===== src/rtl/ukrts_pkg.sv =====
// Shared types, sizes and codes for the keyed record table with chained cells.
package ukrts_pkg;

    localparam int TABLE_ENTRIES = 64;
    localparam int IDX_W = $clog2(TABLE_ENTRIES);
    localparam int CNT_W = $clog2(TABLE_ENTRIES + 1);
    localparam int KEY_W = 32;
    localparam int PAY_W = 64;
    localparam int CMD_W = 2;
    localparam int STAT_W = 2;
    localparam int IN_DATA_W = ((KEY_W + PAY_W + 7) / 8) * 8;
    localparam int OUT_DATA_W = ((KEY_W + PAY_W + CNT_W + 7) / 8) * 8;

    localparam logic [CMD_W-1:0] CMD_ADD  = 2'd0;
    localparam logic [CMD_W-1:0] CMD_SORT = 2'd1;
    localparam logic [CMD_W-1:0] CMD_LIST = 2'd2;

    localparam logic [STAT_W-1:0] ST_OK    = 2'd0;
    localparam logic [STAT_W-1:0] ST_DUP   = 2'd1;
    localparam logic [STAT_W-1:0] ST_FULL  = 2'd2;
    localparam logic [STAT_W-1:0] ST_EMPTY = 2'd3;

    localparam logic [1:0] MODE_HOLD       = 2'd0;
    localparam logic [1:0] MODE_TAKE_RIGHT = 2'd1;
    localparam logic [1:0] MODE_TAKE_LEFT  = 2'd2;
    localparam logic [1:0] MODE_LOAD       = 2'd3;

    typedef struct packed {
        logic [KEY_W-1:0] key;
        logic [PAY_W-1:0] payload;
    } rec_t;

    typedef struct packed {
        logic [1:0] mode;
        rec_t       load_rec;
    } cell_ctrl_t;

endpackage


===== src/rtl/ukrts_cell.sv =====
// One table cell: holds a record, trades it with a neighbor, compares keys.
module ukrts_cell
    import ukrts_pkg::*;
(
    input  logic       clk,
    input  cell_ctrl_t ctrl,
    input  rec_t       left_rec,
    input  rec_t       right_rec,
    output rec_t       rec,
    output logic       gt_right
);

    rec_t rec_reg;
    rec_t rec_next;

    always_comb
    begin
        case (ctrl.mode)
            MODE_HOLD:       rec_next = rec_reg;
            MODE_TAKE_RIGHT: rec_next = right_rec;
            MODE_TAKE_LEFT:  rec_next = left_rec;
            MODE_LOAD:       rec_next = ctrl.load_rec;
            default:         rec_next = rec_reg;
        endcase
    end

    always_ff @(posedge clk)
    begin
        rec_reg <= rec_next;
    end

    assign rec = rec_reg;
    // Signed key order against the right-hand neighbor.
    assign gt_right = $signed(rec_reg.key) > $signed(right_rec.key);

endmodule


===== config.mk =====
export PLATFORM = sky130hd
export DESIGN_NAME = ukrts_cell
export DESIGN_NICKNAME = d
export VERILOG_FILES = /design/src/rtl/ukrts_pkg.sv /design/src/rtl/ukrts_cell.sv
export SDC_FILE = /design/constraint.sdc
export NUM_CORES = 1
export LEC_CHECK = 0
export BUFFER_PORTS_ARGS = -buffer_cell sky130_fd_sc_hd__buf_2
export CELL_PAD_IN_SITES_DETAIL_PLACEMENT = 0
export CELL_PAD_IN_SITES_GLOBAL_PLACEMENT = 1
export CORE_AREA = 5 5 148 150
export CTS_CLUSTER_SIZE = 25
export DETAILED_ROUTE_END_ITERATION = 10
export DIE_AREA = 0 0 153 155
export PLACE_DENSITY = 0.79
export SYNTH_ARGS = -nofsm -noshare
export SYNTH_HDL_FRONTEND = slang
export SYNTH_SLANG_ARGS = --single-unit

===== constraint.sdc =====
create_clock -name clk -period 3.2 [get_ports clk]
set_input_delay 0.48 -clock clk [delete_from_list [all_inputs] [get_ports clk]]
set_output_delay 0.48 -clock clk [all_outputs]
set_load 0.01 [all_outputs]

; ---- Word level (Yosys, flattened, before mapping)
; Index checks and enable logic that the tools add are counted.
[totals]
regBits = 96
[op_classes]
magnitude_cmp = 1
n_eq_ne = 3
n_mux = 1
n_reduce_logical = 1
[ops]
columns = operator, n
row1 = 96-bit case mux with 3 select lines, 1
row2 = 32-bit > comparator, 1
row3 = 2-bit == test (second input constant), 2
row4 = 2-bit by 1-bit == test with 1-bit output (second input constant), 1
row5 = 2-bit zero test, 1

; ---- Logic depth before layout (Yosys ltp)
; Gate-level depths: netlist (run 1).
[depth]
word_depth = 2
ltp_mapped = 8
mapped_depth_nobuf = 8

; ---- Worst setup path after synthesis (run 1)
; Ideal clock, no wire load.
[synth_path]
kind = input to register
startpoint = in ctrl[96] (netlist bit)
endpoint = reg rec_reg, in the netlist rec[0], enable pin
t_arrival_ps = 2372
slack_ps = 414
stages = 4
cell_sequence = buf_2 buf_2 buf_2 or2_2
[synth_via]
elab_chain_len = 1
[synth_rtl]
columns = element, line
row1 = start: declaration, ukrts_cell.sv:6  ; input cell_ctrl_t ctrl,
row2 = 2-bit zero test, ukrts_cell.sv:18  ; case (ctrl.mode)
row3 = end signal: assignment, ukrts_cell.sv:29  ; rec_reg <= rec_next;
row4 = end: declaration, ukrts_cell.sv:13  ; rec_t rec_reg;
; Every way passes these cells.
; A chain may end at the register's enable or synchronous reset.

; ---- Worst setup path after layout (run 1)
[layout_path]
startpoint = reg rec_reg, in the netlist rec[91]
endpoint = out gt_right
[layout_via]
elab_chain_len = 1
[layout_rtl]
columns = element, line
row1 = 32-bit > comparator, ukrts_cell.sv:34  ; assign gt_right = $signed(rec_reg.key) > $signed(right_rec.key);
row2 = end: declaration, ukrts_cell.sv:10  ; output logic gt_right
; Every way passes these cells.

==> flow_summary_export.csv, run 1 <==
group,metric,value,unit
outcome,status,"complete, no violations",
worst_setup_path,required,2720,ps
worst_setup_path,endpoint_kind,"output pin",
global_routing,grt_max_degree,97,
finish,fin_area,8200,µm²
worst_setup_path,critPathMaxStageDelay,530,ps
finish,fillers,2106,
placement,dp_cells,1167,
sta,period_share,95.1,%
floorplanning,die_w,153,µm
synthesis,yosysWarnings,0,
sta,worst_pin_slew,558,ps
cts,root_buffer,"clkbuf_16",
placement,dpl_worst_slack,291,ps
synthesis,netlist_area,5630,µm²
routing,first_iter_violations,221,
pwr,total_power,3.56,mW
floorplanning,start_util,27.4,%
sta,setup_viol,0,
worst_setup_path,crit_fanout,3,
placement,io_buffers,387,
sta,fmax,0.329,GHz
cts,cts_buffer_depth,2,
min_path,whs_endpoint,"rec[16]$_DFFE_PP_",
finish,final_nets,1227,
synthesis,synthSimpleGateAreaFrac,8.49,%
cts,h-tree-depth,3,
min_path,worstHoldStart,"right_rec[16]",
global_routing,grt_overflow_total,0,
routing,antenna_left,0,
synthesis,synthAdderAreaFrac,7.11,%
synthesis,ys_types,23,
cts,clk_pin_slew,70,ps
placement,routabilityCongestion,0.849,
worst_setup_path,cp-start-kind,"register",
global_routing,track_usage,15.4,%
synthesis,synth_xor_area_share,0,%
synthesis,synth-seq-area-share,51.2,%
floorplanning,row_count,53,
synthesis,synth_nets,853,
cts,tritoncts,"yes",
pwr,p_seq_share,45.3,%
worst_setup_path,crit_chain,"ha_1 -> nand4_1 -> nor4_1 -> o31ai_1 -> o2111ai_1 -> mux2i_1 -> buf_2",
placement,place_area,7890,µm²
routing,vias,5238,
synthesis,synth.avg_cell_area,10.6,µm²
worst_setup_path,arrival,2560,ps
pwr,netSwitchingFraction,27.8,%
routing,first_pass_iters,6,
floorplanning,die_h,155,µm
routing,drt_wl_total,19100,µm
routing,wl_per_cell,16.2,µm
worst_setup_path,crit_type,"reg -> out",
floorplanning,die-area,23700,µm²
global_routing,grt_pass1_wl,28700,µm
synthesis,synth_seq_cells,96,
finish,fin_cells,1184,
synthesis,muxShareOfSynthArea,17.2,%
pwr,pwr_density_cell,434,nW/µm²
sta,finalCriticalPeriod,3040,ps
sta,finalWorstSetupSlack,156,ps
synthesis,synth-compound-area-share,11.4,%
floorplanning,fp.coreArea,20600,µm²
min_path,hold_depth,3,
routing,vias_per_cell,4.42,
pwr,irDropWorstVdd,0.221,mV
finish,drive_gt1_share,45.4,%
flow_run,cap_violations,0,
pwr,clock_power_share,30.7,%
pwr,power_switching,0.991,mW
synthesis,synth_top_area_share,51.2,%
cts,cts_buffers,9,
cts,cts_hold_buf,0,
pwr,power.leakage,4.08,nW
finish,final_util,39.9,%
pwr,p_int,2.57,mW
synthesis,netlist_instances,530,
pwr,p_comb_share,24.0,%
routing,drc,0,
cts,clkSinkCount,96,
synthesis,yosys.area.top_type,"edfxtp_1",
global_routing,grt_pass1_vias,5333,
min_path,min_path_type,"in -> reg",
finish,antenna_cells,0,
sta,slew_violations,0,
finish,area_growth_syn_to_layout,45.7,%
synthesis,synth_top_family_by_area,"multiplexers",
sta,finalHoldViolCount,0,
placement,dpl.hpwl,15900,µm
global_routing,antenna_found_initial,0,
sta,timing.slew.headroom,62.8,%
worst_setup_path,crit_slowest_cell,"nor4_1",
finish,largest_register_ffs,96,
floorplanning,ios,388,
synthesis,synth_top_cells_by_area,"edfxtp_1 (51%), mux2i_1 (17%), a21oi_1 (9.5%)",
==> Yosys cell counts (all sizes together) <==
library cell,count
a221o,1
a21o,4
nand3,3
nor4,2
o2111ai,1
ha,32
mux2i,97
buf,11
inv,32
clkbuf,21
o21ai,4
nor2b,1
nand4,7
or2,1
nand2,6
edfxtp,96
nor2,99
o211ai,1
a211oi,1
o31ai,1
a21boi,1
a21oi,108
==> worst max path at each step <==
stage	startpoint	slack [ps]	depth (start not counted)	to
floorplan	ctrl[96]	410	4	rec[0]$_DFFE_PP_
finish	rec[91]$_DFFE_PP_	160	7	gt_right
global placement	right_rec[91]	310	9	gt_right
CTS	rec[78]$_DFFE_PP_	80	9	gt_right
global route	rec[75]$_DFFE_PP_	-40	9	gt_right
detailed placement	right_rec[78]	290	11	gt_right
==> cells by family after synthesis <==
logic type                 after synthesis
AOI/OAI and AO/OA                      122
buffers and inverters                   64
and+or+nand+nor                        119
DFF                                     96
muxes                                   97
adders and majority gates               32
==> timing repair <==
| action | in CTS | in global routing |
|---|---|---|
| resized for setup | 0 | 1 |
| setup buffers | 0 | 1 |
| setup endpoints to repair | 0 | 1 |
==> worst max-delay path: cells and delay by family (launching register included) <==
| kind | cells | cell delay, ps |
|---|---|---|
| AO/OA/AOI/OAI | 2 | 360 |
| multiplexers | 1 | 240 |
| adder cells (fa/ha/maj) | 1 | 340 |
| flip-flops | 1 | 410 |
| AND/OR/NAND/NOR | 2 | 700 |
| buffers and inverters | 1 | 160 |
==> cell type report <==
cell class                 instances  area [µm²]  share of cell area (%)
multi-input combinational        370        2500                    30.5
clock inverter                     6        67.6                   0.824
inverter                          32         120                    1.46
sequential                        96        2880                    35.1
clock buffer                      10         229                    2.79
tap                              275         344                    4.19
timing repair buffer             395        2060                    25.1
==> power groups by stage <==
stage / logic, mW / registers (mW) / clock network, mW
6_report: 0.854 / 1.61 / 1.09
5_1_grt: 0.954 / 1.63 / 1.19
4_1_cts: 0.868 / 1.61 / 1.13
3_5_place_dp: 0.866 / 1.64 / 0
3_3_place_gp: 0.861 / 1.63 / 0
2_1_floorplan: 0.337 / 1.72 / 0
==> placed cells by master (no fill, tap or decap), types with 2 or more instances in the layout <==
master	instances
a21o_1	4
a21oi_1	107
buf_12	4
buf_2	385
buf_4	4
buf_6	2
clkbuf_16	9
clkinvlp_4	2
edfxtp_1	96
ha_1	32
inv_1	32
mux2i_1	97
nand2_1	6
nand3_1	3
nand4_1	7
nor2_1	99
o21ai_0	4
==> through the flow <==
| stage | setup TNS [ps] | hold WS [ps] |
|---|---|---|
| final | 0 | 447 |
| after CTS | 0 | 427 |
| after global placement | 0 | 794 |
| after detailed placement | 0 | 801 |
| after global routing | -39.2 | 442 |
| after floorplan | 0 | 706 |
==> layer usage <==
metal  global-route usage (%)  part of all wire [%]  vias to the layer above
met5                        0                     0                        -
met3                     5.17                   8.4                       14
met2                     27.4                    52                      215
met4                     3.52                   1.1                        0
met1                     18.0                    39                     2337
li1                         -                     -                     2672
Power figures use the tool's default switching activity.
==> run 2, diff against run 1 <==
--- a/config.mk
+++ b/config.mk
@@ -12,7 +12,8 @@
 export CTS_CLUSTER_SIZE = 25
 export DETAILED_ROUTE_END_ITERATION = 10
 export DIE_AREA = 0 0 153 155
-export PLACE_DENSITY = 0.79
+export GPL_ROUTABILITY_DRIVEN = 0
+export PLACE_DENSITY = 0.86
 export SYNTH_ARGS = -nofsm -noshare
 export SYNTH_HDL_FRONTEND = slang
 export SYNTH_SLANG_ARGS = --single-unit
==> flow_summary_export.csv, run 2 (synthesis gave the netlist of run 1 again) <==
group,metric,value,unit
outcome,status,"complete, no violations",
worst_setup_path,crit_type,"reg -> out",
floorplanning,die_h,155,µm
sta,finalWorstSetupSlack,207,ps
global_routing,track_usage,15.1,%
placement,dp_cells,1164,
floorplanning,row_count,53,
min_path,whs_endpoint,"rec[19]$_DFFE_PP_",
sta,hold_ws,453,ps
placement,io_buffers,387,
min_path,worstHoldStart,"right_rec[19]",
finish,largest_register_ffs,96,
sta,timing.slew.headroom,48.4,%
worst_setup_path,cp-start-kind,"register",
pwr,power_switching,1.01,mW
pwr,total_power,3.49,mW
finish,antenna_cells,0,
global_routing,grt_max_degree,193,
routing,drc,0,
worst_setup_path,arrival,2510,ps
sta,period_share,93.5,%
worst_setup_path,crit_fanout,3,
finish,fin_area,8140,µm²
sta,rsz0062_at_grt,"no",
finish,drive_gt1_share,45.2,%
global_routing,grt_overflow_total,0,
floorplanning,fp.coreArea,20600,µm²
finish,fillers,2093,
pwr,power.leakage,4.05,nW
finish,fin_cells,1180,
sta,setup-tns-final,0,ps
routing,antenna_left,0,
finish,multi_input_area,2500,µm²
min_path,min_path_type,"in -> reg",
routing,wl_per_cell,16.0,µm
cts,h-tree-depth,3,
pwr,p_seq_share,46.1,%
placement,dpl.hpwl,15200,µm
floorplanning,die-area,23700,µm²
global_routing,grt_pass1_vias,5381,
finish,layout_commonest_cell,"buf_2",
global_routing,antenna_found_initial,0,
floorplanning,start_util,27.4,%
worst_setup_path,endpoint_kind,"output pin",
pwr,clock_power_share,29.5,%
sta,slew_violations,0,
routing,vias_per_cell,4.44,
cts,cts_buffers,9,
cts,tritoncts,"yes",
routing,drt_wl_total,18900,µm
sta,finalCriticalPeriod,2990,ps
finish,area_growth_syn_to_layout,44.6,%
pwr,irDropWorstVdd,0.216,mV
min_path,hold_depth,3,
pwr,netSwitchingFraction,28.9,%
placement,dpl_worst_slack,356,ps
floorplanning,die_w,153,µm
finish,final_nets,1223,
global_routing,grt_pass1_wl,28400,µm
cts,root_buffer,"clkbuf_16",
cts,clk_pin_slew,70,ps
worst_setup_path,required,2720,ps
sta,finalHoldViolCount,0,
routing,first_pass_iters,4,
routing,first_iter_violations,214,
cts,clkSinkCount,96,
flow_run,cap_violations,0,
sta,worst_pin_slew,773,ps
finish,register_area,2880,µm²
pwr,pwr_density_cell,429,nW/µm²
sta,setup_viol,0,
cts,cts_buffer_depth,2,
finish,layout_common_cells,"buf_2 (385), a21oi_1 (107), nor2_1 (99)",
floorplanning,ios,388,
placement,place_area,7860,µm²
finish,final_util,39.6,%
sta,fmax,0.334,GHz
pwr,p_comb_share,24.4,%
routing,vias,5235,
pwr,p_int,2.48,mW
cts,post_cts_buffers,0,
-- run 2: how the worst max path moves through the flow --
stage,start,end,slack [ps],cells past startpoint
floorplan,ctrl[96],rec[0]$_DFFE_PP_,410,4
global placement,right_rec[69],gt_right,360,10
detailed placement,right_rec[78],gt_right,360,10
CTS,rec[78]$_DFFE_PP_,gt_right,140,8
global route,rec[78]$_DFFE_PP_,gt_right,50,8
finish,rec[78]$_DFFE_PP_,gt_right,210,8
-- run 2: final cells by class --
cell class | count | area share (%)
clock buffers | 9 | 2.77
inverters | 32 | 1.48
multi-input cells | 370 | 30.7
repair buffers | 391 | 24.8
clock inverters | 7 | 0.584
flip-flops and latches | 96 | 35.4
well taps | 275 | 4.23
-- run 2: timing repair --
| item | 4_1_cts | 5_1_grt |
|---|---|---|
| hold buffers | 0 | 0 |
| endpoints found under the setup margin | 0 | 1 |
| gates resized for setup | 0 | 1 |
-- run 2: power groups by stage --
stage,logic (mW),clock network (mW),registers (mW)
after floorplan,0.337,0,1.72
after global placement,0.856,0,1.63
after detailed placement,0.865,0,1.64
after CTS,0.867,1.07,1.61
after global routing,0.952,1.12,1.62
final,0.853,1.03,1.61
-- run 2: metal layers --
layer	global-route usage (%)	routed length, µm	vias to the layer above
met5	0	0	-
met1	17.6	7400	2329
met4	3.22	192	0
li1	-	-	2665
met3	5.12	1560	11
met2	27.0	9760	230
-- run 2: worst max-delay path: stages (launching register included) --
cell       delay (ps)
edfxtp_1          410
ha_1              330
nand4_1           160
nor2_1             70
a221o_1           330
o31ai_1           330
o2111ai_1         190
mux2i_1           180
buf_2             160
==> run 3, diff against run 2 <==
--- a/config.mk
+++ b/config.mk
@@ -5,7 +5,7 @@
 export SDC_FILE = /design/constraint.sdc
 export NUM_CORES = 1
 export LEC_CHECK = 0
-export BUFFER_PORTS_ARGS = -buffer_cell sky130_fd_sc_hd__buf_2
+export BUFFER_PORTS_ARGS = -buffer_cell sky130_fd_sc_hd__buf_4
 export CELL_PAD_IN_SITES_DETAIL_PLACEMENT = 0
 export CELL_PAD_IN_SITES_GLOBAL_PLACEMENT = 1
 export CORE_AREA = 5 5 148 150
==> flow_summary_export.csv, run 3 (synthesis gave the netlist of run 1 again) <==
group,metric,value,unit
cts,cts_buffer_depth,2,
sta,period_share,93.9,%
worst_setup_path,required,2720,ps
floorplanning,row_count,53,
sta,slew_violations,0,
pwr,power.leakage,4.41,nW
floorplanning,start_util,27.4,%
routing,wl_per_cell,16.7,µm
pwr,clock_power_share,30.4,%
worst_setup_path,crit_chain,"ha_1 -> nand4_1 -> nor2_1 -> a221o_1 -> o31ai_1 -> o2111ai_1 -> mux2i_1 -> buf_4",
outcome,status,"complete, no violations",
cts,clkSinkCount,96,
floorplanning,die_w,153,µm
sta,rsz0062_at_grt,"no",
finish,drive_gt1_share,45.1,%
sta,timing.slew.headroom,42.7,%
worst_setup_path,cp-start-kind,"register",
flow_run,cap_violations,0,
placement,place_area,8820,µm²
placement,io_buffers,387,
worst_setup_path,critPathMaxStageDelay,410,ps
global_routing,grt_pass1_vias,5376,
pwr,p_int,2.81,mW
floorplanning,die-area,23700,µm²
pwr,p_seq_share,42.5,%
worst_setup_path,crit_slowest_cell,"edfxtp_1",
finish,register_area,2880,µm²
routing,drc,0,
floorplanning,fp.coreArea,20600,µm²
pwr,irDropWorstVdd,0.211,mV
sta,fmax,0.333,GHz
pwr,p_comb_share,27.0,%
min_path,min_path_type,"in -> reg",
finish,largest_register_ffs,96,
min_path,hold_depth,3,
pwr,power_switching,0.995,mW
placement,dpl.hpwl,16100,µm
sta,finalHoldViolCount,0,
routing,vias_per_cell,4.48,
worst_setup_path,crit_type,"reg -> out",
cts,cts_hold_buf,0,
global_routing,grt_overflow_total,0,
sta,worst_pin_slew,859,ps
finish,layout_common_cells,"buf_4 (388), a21oi_1 (107), nor2_1 (99)",
global_routing,antenna_found_initial,0,
finish,antenna_cells,0,
floorplanning,ios,388,
routing,drt_wl_total,19700,µm
routing,antenna_left,0,
pwr,pwr_density_cell,416,nW/µm²
pwr,netSwitchingFraction,26.2,%
cts,clk_pin_slew,70,ps
sta,setup_viol,0,
cts,root_buffer,"clkbuf_16",
worst_setup_path,crit_fanout,3,
cts,h-tree-depth,3,
sta,finalCriticalPeriod,3010,ps
routing,first_iter_violations,212,
routing,vias,5286,
global_routing,track_usage,15.7,%
routing,first_pass_iters,5,
floorplanning,die_h,155,µm
global_routing,grt_max_degree,87,
finish,layout_commonest_cell,"buf_4",
finish,area_growth_syn_to_layout,62.3,%
worst_setup_path,endpoint_kind,"output pin",
cts,tritoncts,"yes",
finish,final_nets,1224,
worst_setup_path,arrival,2530,ps
min_path,whs_endpoint,"rec[19]$_DFFE_PP_",
min_path,worstHoldStart,"right_rec[19]",
sta,setup-tns-final,0,ps
finish,fillers,2078,
pwr,total_power,3.80,mW
global_routing,grt_pass1_wl,29500,µm
cts,cts_buffers,9,
finish,fin_area,9130,µm²
finish,multi_input_area,2500,µm²
[run 3: how the worst max path moves through the flow]
| stage | slack [ps] | cells after the start | end | from |
|---|---|---|---|---|
| detailed placement | 350 | 10 | gt_right | right_rec[78] |
| global route | 70 | 8 | gt_right | rec[78]$_DFFE_PP_ |
| global placement | 360 | 10 | gt_right | right_rec[69] |
| finish | 190 | 8 | gt_right | rec[78]$_DFFE_PP_ |
| floorplan | 410 | 4 | rec[0]$_DFFE_PP_ | ctrl[96] |
| CTS | 130 | 7 | gt_right | rec[91]$_DFFE_PP_ |
[run 3: power groups by stage]
| stage | registers [mW] | logic (mW) | clock network [mW] |
|---|---|---|---|
| final | 1.62 | 1.03 | 1.16 |
| after CTS | 1.62 | 1.04 | 1.21 |
| after global routing | 1.63 | 1.13 | 1.25 |
| after floorplan | 1.72 | 0.337 | 0 |
| after detailed placement | 1.65 | 1.04 | 0 |
| after global placement | 1.64 | 1.03 | 0 |
[run 3: cell type report]
class,instances,area share (%)
clock buffers,9,2.47
clock inverters,6,0.932
inverters,32,1.32
multi-input cells,370,27.4
flip-flops and latches,96,31.6
well taps,275,3.77
repair buffers,392,32.6
[run 3: through the flow]
stage | util [%] | worst slack [ps] | instances | hold slack, ps
final | 44.4 | 194 | 1180 | 452
after global routing | 44.4 | 70.3 | 1180 | 441
after CTS | 44.4 | 135 | 1180 | 427
after detailed placement | 42.9 | 346 | 1165 | 799
after global placement | 42.9 | 363 | 1165 | 797
after floorplan | - | 414 | 530 | 706
[run 3: what timing repair did]
action | CTS | global route
setup endpoints to repair | 0 | 1
hold endpoints to repair | 0 | 0
buffers inserted | 0 | 0
gates resized for setup | 0 | 1
[run 3: worst max-delay path: cells and delay by family, from the launching register on]
family / cells / cell delay (ps)
compound gates: 3 / 860
flops: 1 / 410
fa+ha+maj: 1 / 330
simple gates: 2 / 250
mux: 1 / 180
buf+inv: 1 / 150
[run 3: layer usage]
metal  global-route usage, %  share of wire, %
met1                    17.4                37
met2                    29.0                53
met3                    5.17               8.6
met4                    3.95              0.99
met5                       0                 0
